## config.mk

```make
export PLATFORM = sky130hd
export DESIGN_NAME = packet_rate_meter_top
export DESIGN_NICKNAME = d
export VERILOG_FILES = /design/src/design/prm_pkg.sv /design/src/design/prm_ctrl.sv /design/src/design/prm_datapath.sv /design/src/design/packet_rate_meter_top.sv
export SDC_FILE = /design/constraint.sdc
export NUM_CORES = 2
export LEC_CHECK = 0
export BUFFER_PORTS_ARGS = -buffer_cell sky130_fd_sc_hd__buf_2
export CAP_MARGIN = 20
export CORE_MARGIN = 1
export CORE_UTILIZATION = 44
export CTS_CLUSTER_DIAMETER = 150
export DETAILED_ROUTE_END_ITERATION = 10
export GPL_TIMING_DRIVEN = 0
export SKIP_CTS_REPAIR_TIMING = 1
export SLEW_MARGIN = 20
export SYNTH_ARGS = -nofsm -noshare
export SYNTH_HDL_FRONTEND = slang
export SYNTH_HIERARCHICAL = 1
export SYNTH_SLANG_ARGS = --single-unit
export TNS_END_PERCENT = 1
```

## constraint.sdc

```tcl
create_clock -name clock -period 12.7 [get_ports clock]
set_clock_uncertainty 0.05 [all_clocks]
set_input_delay 0.635 -clock clock [delete_from_list [all_inputs] [get_ports clock]]
set_output_delay 0.635 -clock clock [all_outputs]
set_load 0.005 [all_outputs]
```

## src/design/prm_pkg.sv

```systemverilog
`default_nettype none
package prm_pkg;

   localparam int TS_W       = 32;
   localparam int SIZE_W     = 16;
   localparam int RATE_W     = 32;
   localparam int GRAN_W     = 20;
   localparam int WEIGHT_W   = 7;
   localparam int CSR_IDX_W  = 2;
   localparam int CSR_DATA_W = 20;

   // size * scale, and the weighted sum before the divide by one hundred
   localparam int DIVIDEND_W = SIZE_W + GRAN_W;
   localparam int SUM_W      = RATE_W + WEIGHT_W;

   // restoring divider: one quotient bit per step
   localparam int DIV_STEPS = RATE_W;
   localparam int CNT_W     = $clog2(DIV_STEPS);

   // divide by one hundred: sum = hi * 2^32 + lo, 2^32 = 100 * HI_QUOTIENT + HI_REMAINDER,
   // then (hi * HI_REMAINDER + lo) / 4 / 25 by reciprocal multiply
   localparam int RECIP_W     = RATE_W - 1;
   localparam int PROD_W      = 2 * RECIP_W;
   localparam int RECIP_SHIFT = 35;

   localparam logic [GRAN_W-1:0]   RATE_SCALE    = 20'd1000000;
   localparam logic [WEIGHT_W-1:0] PERCENT_FULL  = 7'd100;
   localparam logic [GRAN_W-1:0]   GRAN_RESET    = 20'd1000000;
   localparam logic [WEIGHT_W-1:0] WEIGHT_RESET  = 7'd50;
   localparam logic [RATE_W-1:0]   HI_QUOTIENT   = 32'd42949672;
   localparam logic [WEIGHT_W-1:0] HI_REMAINDER  = 7'd96;
   localparam logic [RECIP_W-1:0]  RECIP_MUL     = 31'd1374389535;

   typedef enum logic [CSR_IDX_W-1:0] {
      CSR_ENABLE      = 2'd0,
      CSR_GRANULARITY = 2'd1,
      CSR_WEIGHT      = 2'd2
   } csr_index_type;

   typedef struct packed {
      logic [TS_W-1:0]   timestamp_us;
      logic [SIZE_W-1:0] packet_size;
   } req_type;

   typedef struct packed {
      logic [RATE_W-1:0] average_rate;
      logic [RATE_W-1:0] peak_rate;
      logic [RATE_W-1:0] packet_count;
      logic [RATE_W-1:0] byte_count;
      logic [TS_W-1:0]   elapsed_us;
   } rsp_type;

   typedef enum logic [3:0] {
      ST_IDLE,
      ST_CHECK,
      ST_RLOAD,
      ST_RDIV,
      ST_RATE,
      ST_BMUL1,
      ST_BMUL2,
      ST_BLOAD,
      ST_BRECIP,
      ST_BSUM,
      ST_AVG,
      ST_WRITE
   } state_type;

   typedef struct packed {
      logic latch_req;
      logic calc_mul;
      logic div_load_rate;
      logic div_step;
      logic take_rate;
      logic mul_first;
      logic mul_second;
      logic recip_load;
      logic recip_mul;
      logic recip_sum;
      logic update_avg;
      logic commit;
      logic load_rsp;
   } cmd_type;

   typedef struct packed {
      logic enable;
      logic started;
      logic gap_ok;
      logic avg_zero;
      logic rsp_free;
   } status_type;

endpackage
`default_nettype wire

```

## src/design/prm_ctrl.sv

```systemverilog
`default_nettype none
module prm_ctrl (
   input  wire logic               clock,
   input  wire logic               reset,
   input  wire logic               req_valid,
   output logic                    req_stall,
   input  wire prm_pkg::status_type status,
   output prm_pkg::cmd_type        cmd
);
   import prm_pkg::*;

   localparam logic [CNT_W-1:0] STEP_LAST = CNT_W'(DIV_STEPS - 1);

   state_type        state_ff, state_in;
   logic [CNT_W-1:0] cnt_ff, cnt_in;

   always_ff @(posedge clock) begin
      if (reset) begin
         state_ff <= ST_IDLE;
         cnt_ff   <= '0;
      end else begin
         state_ff <= state_in;
         cnt_ff   <= cnt_in;
      end
   end

   assign req_stall = (state_ff != ST_IDLE);

   always_comb begin
      state_in = state_ff;
      cnt_in   = cnt_ff;
      cmd      = '0;
      unique case (state_ff)
         ST_IDLE: begin
            if (req_valid) begin
               cmd.latch_req = 1'b1;
               state_in      = ST_CHECK;
            end
         end
         ST_CHECK: begin
            if (status.enable && status.started && status.gap_ok) begin
               cmd.calc_mul = 1'b1;
               state_in     = ST_RLOAD;
            end else begin
               state_in = ST_WRITE;
            end
         end
         ST_RLOAD: begin
            cmd.div_load_rate = 1'b1;
            cnt_in            = '0;
            state_in          = ST_RDIV;
         end
         ST_RDIV: begin
            cmd.div_step = 1'b1;
            cnt_in       = cnt_ff + 1'b1;
            if (cnt_ff == STEP_LAST) state_in = ST_RATE;
         end
         ST_RATE: begin
            cmd.take_rate = 1'b1;
            state_in      = status.avg_zero ? ST_AVG : ST_BMUL1;
         end
         ST_BMUL1: begin
            cmd.mul_first = 1'b1;
            state_in      = ST_BMUL2;
         end
         ST_BMUL2: begin
            cmd.mul_second = 1'b1;
            state_in       = ST_BLOAD;
         end
         ST_BLOAD: begin
            cmd.recip_load = 1'b1;
            state_in       = ST_BRECIP;
         end
         ST_BRECIP: begin
            cmd.recip_mul = 1'b1;
            state_in      = ST_BSUM;
         end
         ST_BSUM: begin
            cmd.recip_sum = 1'b1;
            state_in      = ST_AVG;
         end
         ST_AVG: begin
            cmd.update_avg = 1'b1;
            state_in       = ST_WRITE;
         end
         ST_WRITE: begin
            if (status.rsp_free) begin
               cmd.load_rsp = 1'b1;
               cmd.commit   = status.enable;
               state_in     = ST_IDLE;
            end
         end
         default: state_in = ST_IDLE;
      endcase
   end

   a_accept_to_check: assert property (@(posedge clock) disable iff (reset)
      (state_ff == ST_IDLE && req_valid) |=> (state_ff == ST_CHECK))
      else $error("accepted beat did not start a check");

   a_rate_div_len: assert property (@(posedge clock) disable iff (reset)
      (state_ff == ST_RDIV && cnt_ff == STEP_LAST) |=> (state_ff == ST_RATE))
      else $error("rate divide did not end after its last step");

   a_div_start: assert property (@(posedge clock) disable iff (reset)
      (state_ff == ST_RLOAD) |=> (cnt_ff == '0))
      else $error("divide step count not cleared at load");

endmodule
`default_nettype wire

```

## src/design/prm_datapath.sv

```systemverilog
`default_nettype none
module prm_datapath (
   input  wire logic                              clock,
   input  wire logic                              reset,
   input  wire logic                              csr_write_enable,
   input  wire logic [prm_pkg::CSR_IDX_W-1:0]     csr_index,
   input  wire logic [prm_pkg::CSR_DATA_W-1:0]    csr_write_data,
   input  wire prm_pkg::req_type                  req_data,
   output logic                                   rsp_valid,
   input  wire logic                              rsp_stall,
   output prm_pkg::rsp_type                       rsp_data,
   input  wire prm_pkg::cmd_type                  cmd,
   output prm_pkg::status_type                    status
);
   import prm_pkg::*;

   // configuration
   logic                enable_ff;
   logic [GRAN_W-1:0]   gran_ff;
   logic [WEIGHT_W-1:0] weight_ff;

   // meter state
   logic              started_ff, started_in;
   logic [TS_W-1:0]   first_ff, first_in;
   logic [TS_W-1:0]   last_ff, last_in;
   logic [RATE_W-1:0] smoothed_ff, smoothed_in;
   logic [RATE_W-1:0] highest_ff, highest_in;
   logic [RATE_W-1:0] packets_ff, packets_in;
   logic [RATE_W-1:0] bytes_ff, bytes_in;

   // work registers
   req_type               in_ff;
   logic [DIVIDEND_W-1:0] dividend_ff;
   logic [GRAN_W-1:0]     gap_ff;
   logic                  ovf_ff;
   logic [GRAN_W-1:0]     rem_ff;
   logic [RATE_W-1:0]     quo_ff;
   logic [GRAN_W-1:0]     div_ff;
   logic [RATE_W-1:0]     inst_ff;
   logic [SUM_W-1:0]      p1_ff;
   logic [SUM_W-1:0]      sum_ff;
   logic [RECIP_W-1:0]    recip_x_ff;
   logic [RATE_W-1:0]     hi_quo_ff;
   logic [PROD_W-1:0]     prod_ff;
   rsp_type               rsp_ff;
   logic                  rsp_valid_ff;

   logic [TS_W-1:0]     gap;
   logic [WEIGHT_W-1:0] weight_sat;
   logic [WEIGHT_W-1:0] weight_inv;
   logic [GRAN_W:0]     trial;
   logic [GRAN_W:0]     trial_diff;
   logic                trial_fits;
   logic [WEIGHT_W-1:0] sum_hi;
   logic [RATE_W:0]     fold;

   always_ff @(posedge clock) begin
      if (reset) begin
         enable_ff <= 1'b0;
         gran_ff   <= GRAN_RESET;
         weight_ff <= WEIGHT_RESET;
      end else if (csr_write_enable) begin
         unique case (csr_index)
            CSR_ENABLE:      enable_ff <= csr_write_data[0];
            CSR_GRANULARITY: gran_ff   <= csr_write_data[GRAN_W-1:0];
            CSR_WEIGHT:      weight_ff <= csr_write_data[WEIGHT_W-1:0];
            default: ;
         endcase
      end
   end

   assign gap        = in_ff.timestamp_us - last_ff;
   assign weight_sat = (weight_ff > PERCENT_FULL) ? PERCENT_FULL : weight_ff;
   assign weight_inv = PERCENT_FULL - weight_sat;

   // restoring divide step, remainder below divisor unless the quotient overflows
   assign trial      = {rem_ff, quo_ff[RATE_W-1]};
   assign trial_fits = (trial >= {1'b0, div_ff});
   assign trial_diff = trial - {1'b0, div_ff};

   // upper sum bits are below one hundred, fold their remainder into the low word
   assign sum_hi = sum_ff[SUM_W-1:RATE_W];
   assign fold   = {1'b0, sum_ff[RATE_W-1:0]}
                 + (RATE_W+1)'(sum_hi) * (RATE_W+1)'(HI_REMAINDER);

   always_comb begin
      started_in  = started_ff;
      first_in    = first_ff;
      last_in     = last_ff;
      smoothed_in = smoothed_ff;
      highest_in  = highest_ff;
      packets_in  = packets_ff;
      bytes_in    = bytes_ff;
      if (cmd.update_avg) begin
         smoothed_in = (smoothed_ff == '0) ? inst_ff : quo_ff;
         if (smoothed_in > highest_ff) highest_in = smoothed_in;
      end
      if (cmd.commit) begin
         packets_in = packets_ff + 1'b1;
         bytes_in   = bytes_ff + RATE_W'(in_ff.packet_size);
         last_in    = in_ff.timestamp_us;
         if (!started_ff) begin
            started_in = 1'b1;
            first_in   = in_ff.timestamp_us;
         end
      end
   end

   always_ff @(posedge clock) begin
      if (reset) begin
         started_ff   <= 1'b0;
         first_ff     <= '0;
         last_ff      <= '0;
         smoothed_ff  <= '0;
         highest_ff   <= '0;
         packets_ff   <= '0;
         bytes_ff     <= '0;
         rsp_valid_ff <= 1'b0;
      end else begin
         started_ff  <= started_in;
         first_ff    <= first_in;
         last_ff     <= last_in;
         smoothed_ff <= smoothed_in;
         highest_ff  <= highest_in;
         packets_ff  <= packets_in;
         bytes_ff    <= bytes_in;
         if (cmd.load_rsp) rsp_valid_ff <= 1'b1;
         else if (!rsp_stall) rsp_valid_ff <= 1'b0;
      end
   end

   always_ff @(posedge clock) begin
      if (cmd.latch_req) in_ff <= req_data;
      if (cmd.calc_mul) begin
         dividend_ff <= DIVIDEND_W'(in_ff.packet_size) * DIVIDEND_W'(RATE_SCALE);
         gap_ff      <= gap[GRAN_W-1:0];
      end
      if (cmd.div_load_rate) begin
         // quotient would not fit 32 bits, also covers a zero gap
         ovf_ff <= (GRAN_W'(dividend_ff[DIVIDEND_W-1:RATE_W]) >= gap_ff);
         rem_ff <= GRAN_W'(dividend_ff[DIVIDEND_W-1:RATE_W]);
         quo_ff <= dividend_ff[RATE_W-1:0];
         div_ff <= gap_ff;
      end else if (cmd.div_step) begin
         rem_ff <= trial_fits ? trial_diff[GRAN_W-1:0] : trial[GRAN_W-1:0];
         quo_ff <= {quo_ff[RATE_W-2:0], trial_fits};
      end else if (cmd.recip_sum) begin
         quo_ff <= hi_quo_ff + RATE_W'(prod_ff[PROD_W-1:RECIP_SHIFT]);
      end
      if (cmd.take_rate) inst_ff <= ovf_ff ? '1 : quo_ff;
      if (cmd.mul_first) p1_ff <= SUM_W'(smoothed_ff) * SUM_W'(weight_inv);
      if (cmd.mul_second) sum_ff <= p1_ff + SUM_W'(inst_ff) * SUM_W'(weight_sat);
      // divide by four here, by twenty-five in the reciprocal multiply
      if (cmd.recip_load) begin
         recip_x_ff <= fold[RATE_W:2];
         hi_quo_ff  <= RATE_W'(sum_hi) * HI_QUOTIENT;
      end
      if (cmd.recip_mul) prod_ff <= PROD_W'(recip_x_ff) * PROD_W'(RECIP_MUL);
      if (cmd.load_rsp) begin
         rsp_ff.average_rate <= smoothed_in;
         rsp_ff.peak_rate    <= highest_in;
         rsp_ff.packet_count <= packets_in;
         rsp_ff.byte_count   <= bytes_in;
         rsp_ff.elapsed_us   <= last_in - first_in;
      end
   end

   assign rsp_valid = rsp_valid_ff;
   assign rsp_data  = rsp_ff;

   assign status.enable   = enable_ff;
   assign status.started  = started_ff;
   assign status.gap_ok   = (gap < TS_W'(gran_ff));
   assign status.avg_zero = (smoothed_ff == '0);
   assign status.rsp_free = !rsp_valid_ff || !rsp_stall;

   a_peak_bound: assert property (@(posedge clock) disable iff (reset)
      highest_ff >= smoothed_ff)
      else $error("peak below smoothed rate");

   a_unstarted_empty: assert property (@(posedge clock) disable iff (reset)
      !started_ff |-> (packets_ff == '0 && bytes_ff == '0 && smoothed_ff == '0))
      else $error("counts moved before the first packet");

   a_load_when_free: assert property (@(posedge clock) disable iff (reset)
      cmd.load_rsp |-> (!rsp_valid_ff || !rsp_stall))
      else $error("result loaded over an untaken beat");

endmodule
`default_nettype wire

```

## src/design/packet_rate_meter_top.sv

```systemverilog
`default_nettype none
// packet rate meter: each accepted req beat is one packet (microsecond timestamp
// and byte size) and yields exactly one rsp beat with the smoothed rate, its
// peak, wrapping packet and byte counts, and the time since the first packet.
// the first enabled packet only marks the start time; later packets whose gap
// is below granularity_us form an instant rate size*1e6/gap (saturating at
// 2^32-1, also for a zero gap) that seeds or is blended into a percent-weighted
// average. with enable low nothing changes and the current state is reported.
// a packet that forms no rate goes from the check straight to write back; one
// that seeds the average also runs the divider, one that blends also the blend
// multiplies and the reciprocal scale; write back waits while the previous rsp
// beat is still stalled. the instant rate comes from a 32-step restoring
// divider; the divide by one hundred of the blend is a reciprocal multiply
// spread over a load, a multiply and a sum state. a new req beat is taken once
// the previous one has reached the output register, even while that rsp beat
// still waits. csr writes are taken at any edge and belong in idle periods.
module packet_rate_meter_top (
   input  wire logic                            clock,
   input  wire logic                            reset,
   // configuration
   input  wire logic                            csr_write_enable,
   input  wire logic [prm_pkg::CSR_IDX_W-1:0]   csr_index,
   input  wire logic [prm_pkg::CSR_DATA_W-1:0]  csr_write_data,
   // packet events
   input  wire logic                            req_valid,
   output logic                                 req_stall,
   input  wire prm_pkg::req_type                req_data,
   // meter results
   output logic                                 rsp_valid,
   input  wire logic                            rsp_stall,
   output prm_pkg::rsp_type                     rsp_data
);
   import prm_pkg::*;

   cmd_type    cmd;
   status_type status;

   // sequencer: check, rate divide, blend, reciprocal scale, write back
   prm_ctrl u_ctrl (
      .clock     (clock),
      .reset     (reset),
      .req_valid (req_valid),
      .req_stall (req_stall),
      .status    (status),
      .cmd       (cmd)
   );

   // csr, meter state, rate divider, multipliers and output register
   prm_datapath u_datapath (
      .clock            (clock),
      .reset            (reset),
      .csr_write_enable (csr_write_enable),
      .csr_index        (csr_index),
      .csr_write_data   (csr_write_data),
      .req_data         (req_data),
      .rsp_valid        (rsp_valid),
      .rsp_stall        (rsp_stall),
      .rsp_data         (rsp_data),
      .cmd              (cmd),
      .status           (status)
   );

endmodule
`default_nettype wire

```

# Word-level counts from Yosys, hierarchy flattened
# Index checks and enable logic that the tools add are counted.
[word_totals] wordCells=129 inputBits=75 out_inout_bits=162 reg_bits=794
[op_classes] magnitude_cmp=5 addsub=10 mul=6 n_reduce_logical=16 n_eq_ne=18 muxes=40
[op_table] op="$mux 32" n=12
[op_table] op="$mul 32x7->39" n=2
[op_table] op="$sub 32x32->32" n=2
[op_table] op="$mul 31x31->62 const B" n=1
[op_table] op="$pmux 4 s12" n=1
[op_table] op="$add 39x39->39" n=1
[op_table] op="$add 32x14->33" n=1
[op_table] op="$add 32x1->32 const B" n=1
[op_table] op="$add 32x16->32" n=1
[op_table] op="$add 32x27->32" n=1
[op_table] op="$gt 32x32->1" n=1
[op_table] op="$logic_not 32->1" n=1
[op_table] op="$lt 32x20->1" n=1
[op_table] op="$mul 16x14->30 const B" n=1
[op_table] op="$mul 7x23->29 const B" n=1
[op_table] op="$mux 4" n=7
[op_table] op="$ge 21x20->1" n=1
[op_table] op="$ge 4x20->1" n=1
[op_table] op="$mux 20" n=1
[op_table] op="$sub 20x20->20" n=1
[op_table] op="$eq 4x3->1 const B" n=4
[op_table] op="$eq 4x4->1 const B" n=4
[op_table] op="$mux 1" n=15
[op_table] op="$pmux 5 s2" n=1
[op_table] op="other kinds (23)" n=32

# Longest topological paths before layout
[depth] depth_word=6 depth_mapped=34 depth_no_buf=30

# Cells and area by module
# Netlist, hierarchy kept.
[by_module_without_submodules] module="prm_datapath" cells_per_inst=6716 seq_area_each_um2=20079.3 area_per_inst_um2=70127.3 instances=1
[by_module_without_submodules] module="prm_ctrl" cells_per_inst=85 seq_area_each_um2=180.2 area_per_inst_um2=650.6 instances=1

# Worst setup path before layout
# OpenSTA, ideal clock, no wires.
[synth_path] path_type="input to register" startpoint="input port rsp_stall" endpoint="register u_datapath.rsp_ff, in the netlist u_datapath/rsp_data[30], data pin" slack_ns=1.046 path_buffers=2 setup_ns=0.258 t_required_ns=12.392 stages=20 t_arrival_ns=11.346 path_cell_list="nand2_1 > nand3_1 > nor2_1 > and2_1 > clkbuf_1 > buf_1 > mux2i_1 > ha_1 > fa_1 > nand2b_1 > a21boi_0 > o21ai_0 > a211oi_1 > o21ai_0 > a2111oi_0 > o2111ai_1 > nand3b_1 > a31o_2 > a21oi_1 > xnor2_1"
[synth_lines] element="start, declared" line="packet_rate_meter_top.sv:30" text="input wire logic rsp_stall,"
[synth_lines] element="end, declared" line="prm_datapath.sv:45" text="rsp_type rsp_ff;"

# Final worst setup path
[layout_path] startpoint="register u_datapath.weight_ff[3]" endpoint="register u_datapath.p1_ff[36], data pin"
[layout_via] elab_chain_cells=4
[layout_lines] element="start, declared" line="prm_datapath.sv:20" text="logic [WEIGHT_W-1:0] weight_ff;"
[layout_lines] element="start signal, assigned" line="prm_datapath.sv:66" text="CSR_WEIGHT: weight_ff <= csr_write_data[WEIGHT_W-1:0];"
[layout_lines] element="$gt 7x7->1" line="prm_datapath.sv:73" text="assign weight_sat = (weight_ff > PERCENT_FULL) ? PERCENT_FULL : weight_ff;"
[layout_lines] element="$mux 7 (*)" line="prm_datapath.sv:73"
[layout_lines] element="$sub 7x7->7 (*)" line="prm_datapath.sv:74" text="assign weight_inv = PERCENT_FULL - weight_sat;"
[layout_lines] element="$mul 32x7->39 (*)" line="prm_datapath.sv:151" text="if (cmd.mul_first) p1_ff <= SUM_W'(smoothed_ff) * SUM_W'(weight_inv);"
[layout_lines] element="end signal, assigned" line="prm_datapath.sv:151"
[layout_lines] element="end, declared" line="prm_datapath.sv:40" text="logic [SUM_W-1:0] p1_ff;"
# Mark *: on every way between the ends. The rest lies on a longest branch, timed or not.
# A chain may end at the register's enable or synchronous reset.

==> impl_results.md <==
- Placed wire-length estimate: 151,900 um
- Period utilization: 75.92%
- Static Leak: 36.98 nW
- Grt met3 use: 4.225%
- Area of the mapped netlist: 70,780 um^2
- Hold Violations, Final: 0
- CTS sink cnt: 757
- CP max stage cell: clkbuf_1
- Total GRT Usage: 22.76%
- CTS tree: built
- Grt ovf: 0
- IO Count: 237
- Post-Syn Instances: 6,801
- Worst Slack Setup Final: 3.058 ns
- Placed Cells incl. Taps: 9,214
- Synth cell types: 88
- Type of the most critical hold path: in2reg
- First-pass GRT wire length: 286,800 um
- Core area: 159,100 um^2
- Wirelength per Cell: 19.44 um
- Row count: 146
- CP required: 13.09 ns
- Max frequency: 103.7 MHz
- Post-Synth Adder-Cell Area: 37.78%
- Post-layout util: 49.11%
- Starting DRT DRC Count: 2,988
- Post-synthesis mux area share: 2.233%
- Nets@finish: 8,890
- Register-to-register setup slack: 3.06 ns
- XOR/XNOR Fraction of Synth Area: 4.071%
- Grt met2 use: 38.00%
- RSZ-0062 raised after global routing: false
- Die area: 162,500 um^2
- 1st-pass router iterations: 7
- Filler Cells Inserted: 14,763
- Met1 Use GR: 29.78%
- Die H: 403.1 um
- Longest Clk Path Bufs: 3
- Power, Total: 0.01837 W
- Critical path type: reg2reg
- Post-synth EDFFs: 510
- Sequential area share after synthesis: 28.62%
- Synthesis Warnings: 6
- Post-Place Setup Slack: 3.353 ns
- GRT busiest layer: met2
- Fin Setup TNS: 0 ns
- CTS Buf Count: 86
- Largest net degree at the start of global routing: 49
- H-tree depth: 3
- Initial Util: 44.48%
- Worst EP arrival: 10.03 ns
- Simple-gate share of the synthesized area: 11.26%
- Vias per cell: 5.223
- Worst-Margin Slew: 1.196 ns
- Delay of the slowest cell on the worst path: 0.73 ns
- Synth Area in Compound Gates: 8.588%
- Die width: 403.1 um
- Post-layout min period: 9.642 ns
- Syn nets: 8,535
- Yosys reg bits: 757
- Layout cells sized above 1: 7.358%
- Reg clk slew, reported paths: 0.06 ns
- Vias in the first global route: 50,655
- Clk_lat worst skew: 0.70 ns
- Cell Count, Final, Fillers Out: 9,383
- Power density over the cells: 235.1 nW/um^2
- IO buf count: 235
- Worst setup EP type: register
- Maxcap violations: 0
- Post-route DRC: 0
- Crit Path Max Fanout: 10
- Most used DFF post-synth: edfxtp_1
- Area growth syn-to-layout: 10.39%
- Total number of vias: 49,012
- Relative slew slack: 18.19%
- Finish-stage setup viols: 0
- Setup crit start kind: register
- Status: complete, no violations
- Largest family of logic cells by synthesized area: adder cells
- Synthesized area per cell: 10.41 um^2
- Initial antenna violation count: 15
- Most used cell, CP: inv_1
- Clock Tree Root: clkbuf_16
- Final GP Congestion: 0.9200
- Max Slew Vio Count: 0
- VDD IR-drop max: 0.0003952 V
- Antenna Nets Post-Route: 0
- Async S/R FF share, synth: 0%
- Final WL: 182,400 um
[placed cells by master, fill, tap and decap left out, types with 225 or more instances in the layout]
master,netlist,routed
a21oi_1,303,303
buf_2,2,243
dfxtp_1,247,247
edfxtp_1,510,510
fa_1,797,797
ha_1,862,862
inv_1,1230,1230
nand2_1,415,415
nor2_1,280,277
nor2b_1,233,233
xnor2_1,225,225
[final timing paths]
kind	startpoint	to	cells after the start
setup reg to reg	u_datapath/weight_ff[3]	u_datapath/p1_ff[36]	32
hold reg to reg	u_datapath/sum_ff[3]	u_datapath/recip_x_ff[1]	0
hold / removal	req_data[36]	u_datapath/in_ff[36]	1
setup / recovery	u_datapath/weight_ff[3]	u_datapath/p1_ff[36]	32
[flip-flops by register name (all words and copies together), names as in the netlist, 37 cells and up]
name / cells
u_datapath/rsp_data: 160
u_datapath/in_ff: 48
u_datapath/sum_ff: 37
u_datapath/p1_ff: 39
[through the flow]
step	hold slack (ns)	instance area, um^2
2_1_floorplan	0.3503	70780
3_3_place_gp	0.3547	74640
3_5_place_dp	0.3545	75120
4_1_cts	0.005704	78120
5_1_grt	0.03041	78120
6_report	0.06003	78130
[critical path: cells and delay by family, from the launching register on]
kind | cells | cell delay (ns)
AO/OA/AOI/OAI | 12 | 3.20
adder cells (fa/ha/maj) | 6 | 2.61
buffers and inverters | 8 | 2.22
AND/OR/NAND/NOR | 5 | 0.87
flip-flops | 1 | 0.30
XOR/XNOR | 1 | 0.14
[metal layers]
layer	part of all wire (%)	routed length (um)
met5	0.069	125
met4	3.2	5795
met3	6.3	11440
met2	48	86860
met1	43	78210
[report_power, final]
group          switching, W  leakage [nW]  internal, W
registers          0.000367          6.74      0.00349
clock network       0.00110          1.45      0.00153
logic               0.00696          28.8      0.00493
total               0.00842          37.0      0.00994
[synthesized netlist by cell type, drive strengths merged (22+ instances only)]
| library cell | instances | area [um^2] |
|---|---|---|
| inv | 1230 | 4617 |
| ha | 862 | 10790 |
| fa | 797 | 15960 |
| edfxtp | 510 | 15310 |
| nand2 | 416 | 1564 |
| a21oi | 304 | 1525 |
| nor2 | 280 | 1051 |
| dfxtp | 247 | 4945 |
| nor2b | 233 | 1458 |
| xnor2 | 225 | 1971 |
| and2 | 185 | 1157 |
| o21ai | 183 | 919.6 |
| a21o | 148 | 1111 |
| clkbuf | 138 | 518.0 |
| and3 | 117 | 732.0 |
| mux2i | 114 | 1141 |
| xor2 | 104 | 910.9 |
| nand3 | 80 | 410.4 |
| nor3 | 54 | 281.5 |
| nand4 | 49 | 306.5 |
| nand2b | 43 | 276.5 |
| mux2 | 39 | 439.2 |
| or2 | 39 | 244.0 |
| a211oi | 37 | 277.8 |
| o21bai | 34 | 255.2 |
| o21a | 32 | 240.2 |
| buf | 27 | 126.4 |
| a31oi | 26 | 175.2 |
| nor4 | 22 | 137.6 |
[area by class of cell]
| class | instances | area (um^2) | area share, % |
|---|---|---|---|
| multi-input cells | 4648 | 45310 | 57.99 |
| clock buffers | 110 | 2333 | 2.987 |
| inverters | 1231 | 4621 | 5.914 |
| diodes | 7 | 17.52 | 0.02242 |
| well taps | 2146 | 2685 | 3.437 |
| plain buffers | 165 | 644.4 | 0.8247 |
| repair buffers | 267 | 1604 | 2.053 |
| clock inverters | 52 | 660.6 | 0.8455 |
| flip-flops and latches | 757 | 20260 | 25.93 |
[kinds of logic (layout without fill, tap and decap cells)]
logic type | count (synthesis) | count (layout)
mux | 153 | 153
simple gates | 1564 | 1564
fa+ha+maj | 1659 | 1659
xor+xnor | 329 | 329
compound gates | 943 | 943
flops | 757 | 757
other cells | 0 | 7
buf+inv | 1396 | 1825
Power figures use the tool's default switching activity.
